--- src/rtl/pmid_pkg.sv ---
// Shared types and constants for the periodic minimum-image distance block.
package pmid_pkg;

    localparam int unsigned IDX_W      = 10;
    localparam int unsigned POS_W      = 16;
    localparam int unsigned BOX_W      = 24;
    localparam int unsigned DIST_W     = 24;
    localparam int unsigned SQ_W       = 2 * BOX_W;
    localparam int unsigned CFG_IDX_W  = 2;
    localparam int unsigned AXES       = 3;
    localparam int unsigned RESULT_LAT = 30;

    localparam logic CMD_WRITE = 1'b0;
    localparam logic CMD_QUERY = 1'b1;

    localparam logic [CFG_IDX_W-1:0] REG_BOX_X = 2'd0;
    localparam logic [CFG_IDX_W-1:0] REG_BOX_Y = 2'd1;
    localparam logic [CFG_IDX_W-1:0] REG_BOX_Z = 2'd2;

    localparam logic [BOX_W-1:0] BOX_RESET = 24'd256;

    typedef struct packed {
        logic [POS_W-1:0] x;
        logic [POS_W-1:0] y;
        logic [POS_W-1:0] z;
    } t_pos;

endpackage

--- src/rtl/pmid_lane.sv ---
// One axis lane: wrapped separation, scaling by box edge, and squaring.
module pmid_lane (
    input  logic                          i_clk,
    input  logic [pmid_pkg::POS_W-1:0]    i_a,
    input  logic [pmid_pkg::POS_W-1:0]    i_b,
    input  logic [pmid_pkg::BOX_W-1:0]    i_box,
    output logic [pmid_pkg::SQ_W-1:0]     o_sq
);

    localparam int unsigned M_W    = pmid_pkg::POS_W + 1;
    localparam int unsigned PROD_W = M_W + pmid_pkg::BOX_W;
    localparam logic [M_W-1:0]    ONE  = M_W'(1) << pmid_pkg::POS_W;
    localparam logic [PROD_W-1:0] HALF = PROD_W'(1) << (pmid_pkg::POS_W - 1);

    logic [pmid_pkg::POS_W-1:0] w_diff;
    logic [M_W-1:0]             n_m;
    logic [M_W-1:0]             r_m;
    logic [PROD_W-1:0]          w_prod;
    logic [pmid_pkg::BOX_W-1:0] r_comp;
    logic [pmid_pkg::SQ_W-1:0]  r_sq;

    always_comb begin
        w_diff = (i_a >= i_b) ? (i_a - i_b) : (i_b - i_a);
        n_m    = w_diff[pmid_pkg::POS_W-1] ? (ONE - M_W'(w_diff)) : M_W'(w_diff);
        w_prod = PROD_W'(r_m) * PROD_W'(i_box) + HALF;
    end

    always_ff @(posedge i_clk) begin
        r_m    <= n_m;
        r_comp <= w_prod[pmid_pkg::POS_W +: pmid_pkg::BOX_W];
        r_sq   <= r_comp * r_comp;
    end

    assign o_sq = r_sq;

endmodule

--- config.mk ---
export PLATFORM = sky130hd
export DESIGN_NAME = pmid_lane
export DESIGN_NICKNAME = d
export VERILOG_FILES = /design/src/rtl/pmid_pkg.sv /design/src/rtl/pmid_lane.sv
export SDC_FILE = /design/constraint.sdc
export NUM_CORES = 2
export LEC_CHECK = 0
export BUFFER_PORTS_ARGS = -buffer_cell sky130_fd_sc_hd__clkbuf_2
export CORE_MARGIN = 3
export CORE_UTILIZATION = 50
export DETAILED_ROUTE_END_ITERATION = 7
export PLACE_DENSITY = 0.68
export SYNTH_ARGS = -nofsm -noshare
export SYNTH_HDL_FRONTEND = slang
export SYNTH_SLANG_ARGS = --single-unit
--- constraint.sdc ---
create_clock -name i_clk -period 9.5 [get_ports i_clk]
set_clock_uncertainty 0.1 [all_clocks]
set_input_delay 1.9 -clock i_clk [delete_from_list [all_inputs] [get_ports i_clk]]
set_output_delay 1.9 -clock i_clk [all_outputs]
set_load 0.01 [all_outputs]
======== Word-level counts from Yosys, hierarchy flattened ========
Index checks and enable logic that the tools add are counted.
storage, ports and cells
  bits in registers ....................... 89
  input bits .............................. 57
  output and inout port bits .............. 48
operators by class
  $add $sub $neg .......................... 4
  $mul .................................... 2
  order comparisons ....................... 1
  multiplexer cells ....................... 2
operators with widths
  operator                count
  $mul 24x24->48          1
  $add 40x16->40 const B  1
  $mul 17x24->40          1
  $sub 16x16->16          2
  $sub 17x16->17 const A  1
  $ge 16x16->1            1
  $mux 16                 1
  $mux 15                 1

======== Longest topological paths before layout ========
  word-level depth ........................ 4
  mapped depth ............................ 29
  gate-level depth less buffers ........... 27

======== Worst setup path after synthesis ========
OpenSTA, ideal clock, no wires.
  path type ............................... input -> register
  start point ............................. input port i_box[10] in the netlist's numbering
  end point ............................... register r_comp[23] in the netlist's numbering
  library setup time ...................... 72 ps
  arrival ................................. 7815 ps
  slack ................................... 1513 ps
  stages on the path ...................... 22
  path buffers ............................ 1
  cell sequence ........................... clkbuf_1 > nand2_1 > fa_1 > inv_1 > fa_1 > inv_1 > fa_1 > fa_1 > inv_1 > fa_1 > fa_1 > ha_1 > a21o_1 > a221oi_1 > o21ai_0 > a311o_1 > a211o_1 > o21a_1 > a21o_1 > a221o_1 > a21oi_1 > xnor2_1
between the ends
  word-level cells in the longest chain between the ends .. 2
RTL lines
  item                  line             source
  from (decl)           pmid_lane.sv:6   input logic [pmid_pkg::BOX_W-1:0] i_box,
  $mul 17x24->40        pmid_lane.sv:25  w_prod = PROD_W'(r_m) * PROD_W'(i_box) + HALF;
  $add 40x16->40        pmid_lane.sv:25
  net w_prod[39]        pmid_lane.sv:18  logic [PROD_W-1:0] w_prod;
  to (signal assigned)  pmid_lane.sv:30  r_comp <= w_prod[pmid_pkg::POS_W +: pmid_pkg::BOX_W];
  to (decl)             pmid_lane.sv:19  logic [pmid_pkg::BOX_W-1:0] r_comp;
The timed path passes the listed nets, and every way through them passes these cells.
A chain may end at the register's enable or synchronous reset.

======== Worst setup path in the final report ========
  start point ............................. register r_comp[9] in the netlist's numbering
  end point ............................... register r_sq, in the netlist o_sq[40]
between the ends
  word-level cells in the longest chain between the ends .. 1
RTL lines
  item                  line             source
  $mul 24x24->48        pmid_lane.sv:31  r_sq <= r_comp * r_comp;
  to (signal assigned)  pmid_lane.sv:31
  to (decl)             pmid_lane.sv:20  logic [pmid_pkg::SQ_W-1:0] r_sq;
Every way passes these cells.

==> key figures <==
GRT
  • Tot GR Track Use: 0.2283
  • Initial antenna violation count: 0
  • First-pass GRT wire length: 122,500 µm
  • Pin count of the biggest net entering global routing: 26
  • Grt ovf: 0
  • Vias in the first global route: 24,290

Final layout
  • Final nets: 4,736
  • Commonest non-fill, non-tap cells in the layout: 1,001 x inv_1, 752 x fa_1, 445 x nand2_1
  • Final core occ: 0.5347
  • Commonest non-fill, non-tap cell in the layout: inv_1
  • Area Overhead vs Synth: 5.107%
  • Layout cells sized above 1: 0.04729
  • Design Area, Final: 33,910 µm²
  • N_diodes: 0

Critical path
  • Critical path data required time: 9.66 ns
  • R2R cell count: 26
  • Kind of capture point of the worst setup path: flip-flop
  • Worst setup path start: r_comp[9]
  • Crit Path Class: reg -> reg
  • Top Family by Delay on Critical Path: adder cells
  • R2R Path Start: r_comp[9]
  • CP Data Arrival Time: 8.53 ns
  • Crit-path max cell delay: 1.03 ns
  • Startpoint Class: flip-flop
  • Levels on crit path: 26
  • Worst r2r dst: o_sq[40]
  • Worst Path Max Fanout: 23
  • Slowest cell on the critical path: dfxtp_1
  • Bufs and invs on worst path: 8
  • Flop-to-flop setup slack: 1.13 ns

Yosys
  • Mapped Avg Cell Area: 9.061 µm²
  • Flop and latch count out of synthesis: 88
  • EDFF count, synth: 0
  • Post-synthesis cell type count: 72
  • Ys flop type: dfxtp_1
  • Post-synthesis sequential area ratio: 0.05460
  • Gate Count Post-Synth: 3,561
  • Ys async rst share: 0
  • YS warnings: 0
  • Mapped cell area: 32,260 µm²

Die
  • Die height: 260.0 µm
  • Core ar.: 63,430 µm²
  • Die ar.: 67,610 µm²
  • Top-Level Pins: 105
  • Std cell rows: 92
  • Initial Util: 0.5087
  • Chip Width: 260.0 µm

Placed design
  • Placer Congestion: 0.8534
  • Cell Area, Placed: 33,660 µm²
  • IO Port Bufs: 103
  • Dpl hpwl: 60,270 µm

STA
  • Slew Viols, Final: 0
  • Fmax: 119.5 MHz
  • Post-route minimum period: 8.366 ns
  • Worst-margin pin slew: 1.111 ns
  • Setup_tns: 0 ns
  • RSZ-0062 raised after global routing: no
  • Number of hold violations in the final report: 0
  • Rel. slew slack: 0.2580
  • Hold WS: 0.4994 ns
  • Period utilization: 0.8807
  • Final setup fails: 0

Clocking
  • Setup bufs post-CTS: 0
  • Skew-Pair Late Insertion Delay: 0.39 ns
  • Root Driver: clkbuf_16
  • CTS tree: done
  • Clock sink count: 88
  • Post-CTS resize count: 0
  • Cts hold-fix bufs: 0
  • Worst-path clk slew: 0.07 ns
  • Num CTS Buffers: 9
  • # H-tree levels: 3
  • Max Buffers Root-to-Sink: 2

Hold path
  • Hold path cells: 1
  • Worst Hold Class: reg -> reg
  • Hold Startpoint: r_comp[0]
  • Hold Path End: o_sq[0]

Route
  • Final ANT Viol Nets: 0
  • Post-Route WL: 72,430 µm
  • Via Count: 22,370
  • Vias/cell: 5.038
  • DRT iter0 DRCs: 1,213
  • Routed len/inst: 16.31 µm
  • DR DRC count: 0
  • DR pass1 iterations: 5

Status
  • Outcome: completed

Job
  • Max-cap viol count: 0
## cells in the mapped netlist (3+ instances only)
library cell	instances	area [µm²]
a211o_1	3	26.28
a211oi_1	4	30.03
a21o_1	42	315.3
a21oi_1	81	405.4
a22oi_1	3	22.52
a311oi_1	3	26.28
a31oi_1	11	68.82
and2_1	268	1677
and3_1	14	87.58
buf_2	4	20.02
clkbuf_1	116	435.4
dfxtp_1	88	1762
fa_1	752	15050
ha_1	335	4192
inv_1	1001	3757
mux2i_1	10	100.1
nand2_1	445	1670
nand2b_1	12	75.07
nand3_1	11	55.05
nand4_1	7	43.79
nor2_1	59	221.5
nor2b_1	25	156.4
nor3_1	14	70.07
o211a_1	4	40.04
o211ai_1	4	30.03
o21a_1	20	150.1
o21ai_0	47	235.2
o21bai_1	8	60.06
o22ai_1	4	25.02
o31a_1	4	35.03
or2_2	4	25.02
or3_1	3	18.77
xnor2_1	67	586.8
xor2_1	38	332.8
## cell families (layout without fill, tap and decap cells)
| logic type | count (synthesis) | count (layout) | synth area share |
|---|---|---|---|
| AO/OA/AOI/OAI | 271 | 271 | 0.05483 |
| XOR/XNOR | 106 | 106 | 0.02901 |
| adder cells (fa/ha/maj) | 1087 | 1087 | 0.5965 |
| buffers and inverters | 1125 | 1158 | 0.1315 |
| flip-flops | 88 | 88 | 0.05460 |
| multiplexers | 12 | 12 | 0.003800 |
| other | 1 | 2 | 0.0001162 |
| AND/OR/NAND/NOR | 871 | 871 | 0.1296 |
## stage by stage
| step | cells | worst slack [ns] |
|---|---|---|
| floorplan | 3562 | 1.513 |
| global placement | 4427 | 1.063 |
| detailed placement | 4427 | 0.9768 |
| CTS | 4441 | 1.230 |
| global route | 4441 | 0.7808 |
| finish | 4441 | 1.134 |
## state kept, by name (all words and copies together), names as in the netlist
signal,count
r_m,17
o_sq,47
r_comp,24
## how the worst max path moves through the flow
| stage | endpoint | slack [ns] |
|---|---|---|
| after global placement | r_comp[23] | 1.06 |
| after global routing | o_sq[44] | 0.78 |
| after CTS | o_sq[40] | 1.23 |
| after detailed placement | r_comp[23] | 0.98 |
| after floorplan | r_comp[23] | 1.51 |
| final | o_sq[40] | 1.13 |
## per-layer routing
layer | GRT usage | share of wire
met1 | 0.3049 | 0.44
met2 | 0.3940 | 0.49
met3 | 0.03291 | 0.055
met4 | 0.05294 | 0.020
met5 | 0 | 0
## layout make-up
cell class                      count  area, µm²
Clock buffer                       13      250.2
Clock inverter                      1      5.005
Fill cell                        5855      29510
Inverter                         1001       3757
Multi-Input combinational cell   2349      26260
Sequential cell                    88       1762
Tap cell                          846       1059
Timing Repair Buffer              143      815.8
Power is not shown: default switching activity piles up to over one toggle a cycle in this logic, so the estimate is an artifact.
