<file path="src/rtl/pmid_pkg.sv">
// Shared types and constants for the periodic minimum-image distance block.
package pmid_pkg;

    localparam int unsigned IDX_W      = 10;
    localparam int unsigned POS_W      = 16;
    localparam int unsigned BOX_W      = 24;
    localparam int unsigned DIST_W     = 24;
    localparam int unsigned SQ_W       = 2 * BOX_W;
    localparam int unsigned CFG_IDX_W  = 2;
    localparam int unsigned AXES       = 3;
    localparam int unsigned RESULT_LAT = 30;

    localparam logic CMD_WRITE = 1'b0;
    localparam logic CMD_QUERY = 1'b1;

    localparam logic [CFG_IDX_W-1:0] REG_BOX_X = 2'd0;
    localparam logic [CFG_IDX_W-1:0] REG_BOX_Y = 2'd1;
    localparam logic [CFG_IDX_W-1:0] REG_BOX_Z = 2'd2;

    localparam logic [BOX_W-1:0] BOX_RESET = 24'd256;

    typedef struct packed {
        logic [POS_W-1:0] x;
        logic [POS_W-1:0] y;
        logic [POS_W-1:0] z;
    } t_pos;

endpackage

</file>
<file path="src/rtl/pmid_merge.sv">
// Merge stage: sum of lane squares, pipelined square root, rounding and saturation.
module pmid_merge (
    input  logic                           i_clk,
    input  logic                           i_rst_n,
    input  logic                           i_vld,
    input  logic [pmid_pkg::SQ_W-1:0]      i_sq [pmid_pkg::AXES],
    output logic                           o_done,
    output logic [pmid_pkg::DIST_W-1:0]    o_distance
);

    localparam int unsigned RT_W  = pmid_pkg::SQ_W / 2;
    localparam int unsigned REM_W = RT_W + 2;
    localparam int unsigned SUM_W = pmid_pkg::SQ_W + 2;

    logic [SUM_W-1:0]           w_sum;
    logic [pmid_pkg::SQ_W-1:0]  r_sum;
    logic                       r_sum_vld;

    logic [REM_W-1:0]           r_rem  [RT_W+1];
    logic [RT_W-1:0]            r_root [RT_W+1];
    logic [pmid_pkg::SQ_W-1:0]  r_rad  [RT_W+1];
    logic                       r_vld  [RT_W+1];

    logic [RT_W:0]              w_round;
    logic [pmid_pkg::DIST_W-1:0] r_distance;
    logic                       r_done;

    always_comb begin
        w_sum = SUM_W'(i_sq[0]) + SUM_W'(i_sq[1]) + SUM_W'(i_sq[2]);
        r_rem[0]  = '0;
        r_root[0] = '0;
        r_rad[0]  = r_sum;
        r_vld[0]  = r_sum_vld;
    end

    always_ff @(posedge i_clk) begin
        if (!i_rst_n) begin
            r_sum_vld <= 1'b0;
        end else begin
            r_sum_vld <= i_vld;
        end
        r_sum <= w_sum[pmid_pkg::SQ_W-1:0];
    end

    for (genvar g = 0; g < RT_W; g++) begin : g_root
        logic [REM_W-1:0] w_cur;
        logic [REM_W-1:0] w_trial;
        logic             w_ge;

        always_comb begin
            w_cur   = {r_rem[g][RT_W-1:0], r_rad[g][pmid_pkg::SQ_W-1 -: 2]};
            w_trial = {r_root[g], 2'b01};
            w_ge    = (w_cur >= w_trial);
        end

        always_ff @(posedge i_clk) begin
            if (!i_rst_n) begin
                r_vld[g+1] <= 1'b0;
            end else begin
                r_vld[g+1] <= r_vld[g];
            end
            r_rem[g+1]  <= w_ge ? (w_cur - w_trial) : w_cur;
            r_root[g+1] <= {r_root[g][RT_W-2:0], w_ge};
            r_rad[g+1]  <= {r_rad[g][pmid_pkg::SQ_W-3:0], 2'b00};
        end
    end

    always_comb begin
        w_round = (r_rem[RT_W] > REM_W'(r_root[RT_W])) ? ((RT_W+1)'(r_root[RT_W]) + 1'b1)
                                                       : (RT_W+1)'(r_root[RT_W]);
    end

    always_ff @(posedge i_clk) begin
        if (!i_rst_n) begin
            r_done <= 1'b0;
        end else begin
            r_done <= r_vld[RT_W];
        end
        r_distance <= w_round[RT_W] ? '1 : w_round[pmid_pkg::DIST_W-1:0];
    end

    assign o_done     = r_done;
    assign o_distance = r_distance;

endmodule

</file>
<file path="config.mk">
export PLATFORM = sky130hd
export DESIGN_NAME = pmid_merge
export DESIGN_NICKNAME = d
export VERILOG_FILES = /design/src/rtl/pmid_pkg.sv /design/src/rtl/pmid_merge.sv
export SDC_FILE = /design/constraint.sdc
export NUM_CORES = 2
export LEC_CHECK = 0
export BUFFER_PORTS_ARGS = -buffer_cell sky130_fd_sc_hd__clkbuf_2
export CORE_MARGIN = 8
export CORE_UTILIZATION = 60
export CTS_BUF_LIST = sky130_fd_sc_hd__clkbuf_16
export CTS_CLUSTER_DIAMETER = 150
export DETAILED_ROUTE_END_ITERATION = 12
export PLACE_DENSITY = 0.8
export SLEW_MARGIN = 20
export SYNTH_ARGS = -nofsm -noshare
export SYNTH_HDL_FRONTEND = slang
export SYNTH_SLANG_ARGS = --single-unit
</file>
<file path="constraint.sdc">
create_clock -name i_clk -period 4.5 [get_ports i_clk]
set_clock_uncertainty 0.05 [all_clocks]
set_input_delay 0.9 -clock i_clk [delete_from_list [all_inputs] [get_ports i_clk]]
set_output_delay 0.9 -clock i_clk [all_outputs]
set_load 0.01 [all_outputs]
</file>
Yosys cells after proc, flatten, opt, wreduce, memory -nomap -nowiden --
Cells that the tools add are included.
Operators by class: $add $sub $neg 27, order comparisons 25, muxes and demuxes 25
Operators by type and width (number):
- $mux 24 | 22
- $add 48x48->48 | 2
- $ge 26x10->1 | 1
- $ge 26x11->1 | 1
- $ge 26x12->1 | 1
- $ge 26x13->1 | 1
- $ge 26x14->1 | 1
- $ge 26x15->1 | 1
- $ge 26x16->1 | 1
- $ge 26x17->1 | 1
- $ge 26x18->1 | 1
- $ge 26x19->1 | 1
- $ge 26x20->1 | 1
- $ge 26x21->1 | 1
- $ge 26x22->1 | 1
- $ge 26x23->1 | 1
- $ge 26x24->1 | 1
- $ge 26x25->1 | 1
- $ge 26x3->1 | 1
- $ge 26x4->1 | 1
- $ge 26x5->1 | 1
- $ge 26x6->1 | 1
- $ge 26x7->1 | 1
- $ge 26x8->1 | 1
- 31 further kinds | 31
Word-level totals: flip-flop bits (word level) 1507, input bits 147, output and inout port bits 25, word-level logic and storage cells 177

Logic depth before layout (Yosys ltp) --
depth after elaboration 2, mapped depth 15, mapped depth without buffers 15

Worst setup path after synthesis --
OpenSTA, ideal clock, no wires.
kind input to register, start in i_sq[1] (netlist bit), end reg, netlist name r_sum[45], setup time 0.136 ns, arrival 3.785 ns, data required time 4.314 ns, slack 0.529 ns, stages 13, buffers on the path 0, cell sequence fa_1 > ha_1 > inv_1 > fa_1 > nand2b_1 > a21oi_1 > o21ai_0 > a211oi_1 > o211ai_1 > o311ai_0 > a21oi_1 > o41ai_1 > xor2_1
Between the ends: word-level cells in the longest chain between the ends 1
RTL lines:
- start, declared | line pmid_merge.sv:6 | input logic [pmid_pkg::SQ_W-1:0] i_sq [pmid_pkg::AXES],
- $add 48x48->48 | line pmid_merge.sv:29 | w_sum = SUM_W'(i_sq[0]) + SUM_W'(i_sq[1]) + SUM_W'(i_sq[2]);
- via w_sum[45] | line pmid_merge.sv:15 | logic [SUM_W-1:0] w_sum;
The timed path passes the listed nets, and every way through them passes these cells. A chain may end at the register's enable or synchronous reset.

Final worst setup path --
start in i_sq[6] (netlist bit), end reg, netlist name r_sum[47]
Between the ends: word-level cells in the longest chain between the ends 1
RTL lines (line):
- $add 48x48->48 | pmid_merge.sv:29
- via w_sum[47] | pmid_merge.sv:15
The timed path passes the listed nets, and every way through them passes these cells.

==> flow_summary.json <==
{
  "met1_length_um": 48700,
  "syn_area_per_cell_um2": 10.1,
  "drc": 0,
  "netlist_area_um2": 57000,
  "synth_top_area_share_pct": 52.6,
  "cp.depth": 13,
  "worstPathCellList": "clkbuf_2 -> fa_1 -> ha_1 -> a21o_1 -> or3_1 -> o21ai_0 -> buf_4 -> a21oi_1 -> a21oi_1 -> o211ai_1 -> a31o_2 -> a221oi_1 -> xnor2_1",
  "die_w_um": 324,
  "drt_iter0_drc": 2701,
  "io_pins": 172,
  "ctsHoldBuffers": 0,
  "top_layer_used": "met4",
  "placed_area_um2": 59400,
  "fillerInstances": 7019,
  "io_buffers": 171,
  "powerDensity_nw_per_um2": 737,
  "grt_pass1_wl_um": 187000,
  "synth_top_cells_by_count": "dfxtp_1 (1497), inv_1 (456), nand2_1 (451), ha_1 (398), o21ai_0 (340)",
  "die_area_um2": 105000,
  "p_total_mw": 47.3,
  "synth_seq_cells": 1497,
  "finalHoldViolations": 0,
  "fin_crit_ns": 3.76,
  "place_inst": 7016,
  "ys_warn_count": 0,
  "crit_type": "input port to flip-flop",
  "area_delta_synth_final_pct": 12.4,
  "rsz0062_at_grt": "false",
  "grt_max_degree": 46,
  "cts-htree-levels": 4,
  "worst_ep_required_time_ns": 5.11,
  "dp_worst_setup_slack_ns": 0.0370,
  "grt_use_total_pct": 21.3,
  "layout.cells.non_filler": 7276,
  "holdPathStages": 0,
  "core_area_um2": 94600,
  "antenna_found_initial": 2,
  "slew_headroom_pct": 29.9,
  "setup_slack_ns": 0.744,
  "finalInstanceArea_um2": 64100,
  "cpMostUsedCell": "a21oi_1",
  "ys_dominant_reg_cell": "dfxtp_1",
  "vias": 39500,
  "cts_buffer_depth": 3,
  "cts_tree": "built",
  "routed-wl-met3_um": 5490,
  "cts_made_buffers": 144,
  "dr.pass1.iters": 6,
  "hold_path.class": "flip-flop to flip-flop",
  "cts_resized": 0,
  "worst_pin_slew_ns": 1.04,
  "multi_input_area_um2": 25000,
  "grt_overflow": 0,
  "slew_viol_final": 0,
  "clkLatencyLatePin_ns": 0.74,
  "diodes": 0,
  "clock_sinks": 1497,
  "r2r_cells": 12,
  "critical_path_peak_fanout": 3,
  "path_clk_slew_ns": 0.06,
  "synth_area_leader_cell": "dfxtp_1",
  "holdWs_ns": 0.262,
  "die_y_um": 324,
  "p_leak_nw": 30.4,
  "hpwl_um": 83500,
  "max_stage_delay_ns": 0.48,
  "async_flop_share_pct": 0,
  "fin_crit_sh_pct": 83.5,
  "crit_family": "compound AO/OA/AOI/OAI gates",
  "fin_tns_setup_ns": 0,
  "synth.distinct_cells": 78,
  "fin_util_pct": 67.7,
  "nets": 6490,
  "rows": 113,
  "drtAntennaViolNets": 0,
  "post_cts_buffers": 0,
  "grt_pass1_vias": 39100,
  "synth.most_common_cell": "dfxtp_1",
  "routed_wl_um": 113000,
  "start_util_pct": 60.3,
  "seqCellArea_um2": 30000,
  "syn_inst": 5633,
  "synthTopCellsByArea": "dfxtp_1 (53%), ha_1 (8.7%), xnor2_1 (3.9%)",
  "yosysSeqAreaShare_pct": 52.6,
  "cap_viol_max_count": 0,
  "worstPathArrival_ns": 4.36,
  "syn-num-nets": 6226,
  "fmax_mhz": 266,
  "status": "finished, final reports clean",
  "drive_gt1_share_pct": 8.40,
  "cp-end-kind": "flip-flop",
  "critical_path_buf_inv_count": 2,
  "cp_slowest_cell": "fa_1",
  "post_drt_wl_per_cell_um": 15.5,
  "start_kind": "input port",
  "ir_drop_uv": 350,
  "setup-violations-final": 0,
  "dr_wl_met2_um": 55200,
  "root_buffer": "clkbuf_16",
  "gp_congestion": 0.933,
  "vias_per_cell": 5.42,
  "synth_edf_count": 0
}
==> worst paths after layout <==
| kind | startpoint | end | slack, ns |
|---|---|---|---|
| setup / recovery | i_sq[6] | r_sum[47] | 0.74 |
| hold / removal | r_rad[909] | g_root[7].w_cur[1] | 0.26 |
| setup reg to reg | g_root[20].w_trial[2] | g_root[21].w_cur[22] | 0.79 |
| hold reg to reg | r_rad[909] | g_root[7].w_cur[1] | 0.26 |
==> state kept, by name (all words and copies together), names as in the netlist <==
register        flops
g_root.w_cur      567
r_rad             506
g_root.w_trial    276
r_sum              48
r_rem              26
o_distance         24
r_root             24
r_vld              24
o_done              1
r_sum_vld           1
==> metal layers <==
| layer | vias up | global-route usage, % |
|---|---|---|
| met1 | 18300 | 25.8 |
| met2 | 1061 | 37.8 |
| met4 | 0 | 7.98 |
| li1 | 19900 | - |
| met3 | 243 | 3.81 |
| met5 | - | 0 |
==> kinds of logic after synthesis <==
| logic type | count (synthesis) | share of synthesized area (%) |
|---|---|---|
| AO/OA/AOI/OAI | 1163 | 12.6 |
| XOR/XNOR | 480 | 7.37 |
| adder cells (fa/ha/maj) | 446 | 10.4 |
| buffers and inverters | 549 | 3.62 |
| flip-flops | 1497 | 52.6 |
| multiplexers | 50 | 0.965 |
| other | 1 | 0.00658 |
| AND/OR/NAND/NOR | 1447 | 12.4 |
==> report_power, final <==
| group | internal (mW) | switching, mW |
|---|---|---|
| Combinational | 6.03 | 7.63 |
| Sequential | 19.0 | 2.99 |
| Clock | 6.59 | 5.02 |
==> area by class of cell <==
class,instances,area share (%)
Clock buffer,144,5.62
Clock inverter,116,1.60
Inverter,460,2.69
Multi-Input combinational cell,3587,39.1
Sequential cell,1497,46.8
Tap cell,1265,2.47
Timing Repair Buffer,207,1.76
==> cells in the final DEF, fill, tap and decap left out, drive strengths merged, types with 36 or more instances in the layout <==
cell type,Yosys,final
buf,7,36
nor2,296,296
o21ai,340,340
fa,48,48
nor4,68,68
nor2b,45,45
nand4,70,70
or3,51,51
nand3,102,102
and3,39,39
a21o,124,124
ha,398,398
inv,460,497
mux2,40,40
clkbuf,82,315
o21a,70,70
nor3,118,118
a211oi,38,38
dfxtp,1497,1497
and2,45,45
nand2b,62,62
a21oi,338,338
xnor2,252,252
o31ai,50,50
nand2,451,451
clkinv,0,62
xor2,228,228
Power figures use the tool's default switching activity.
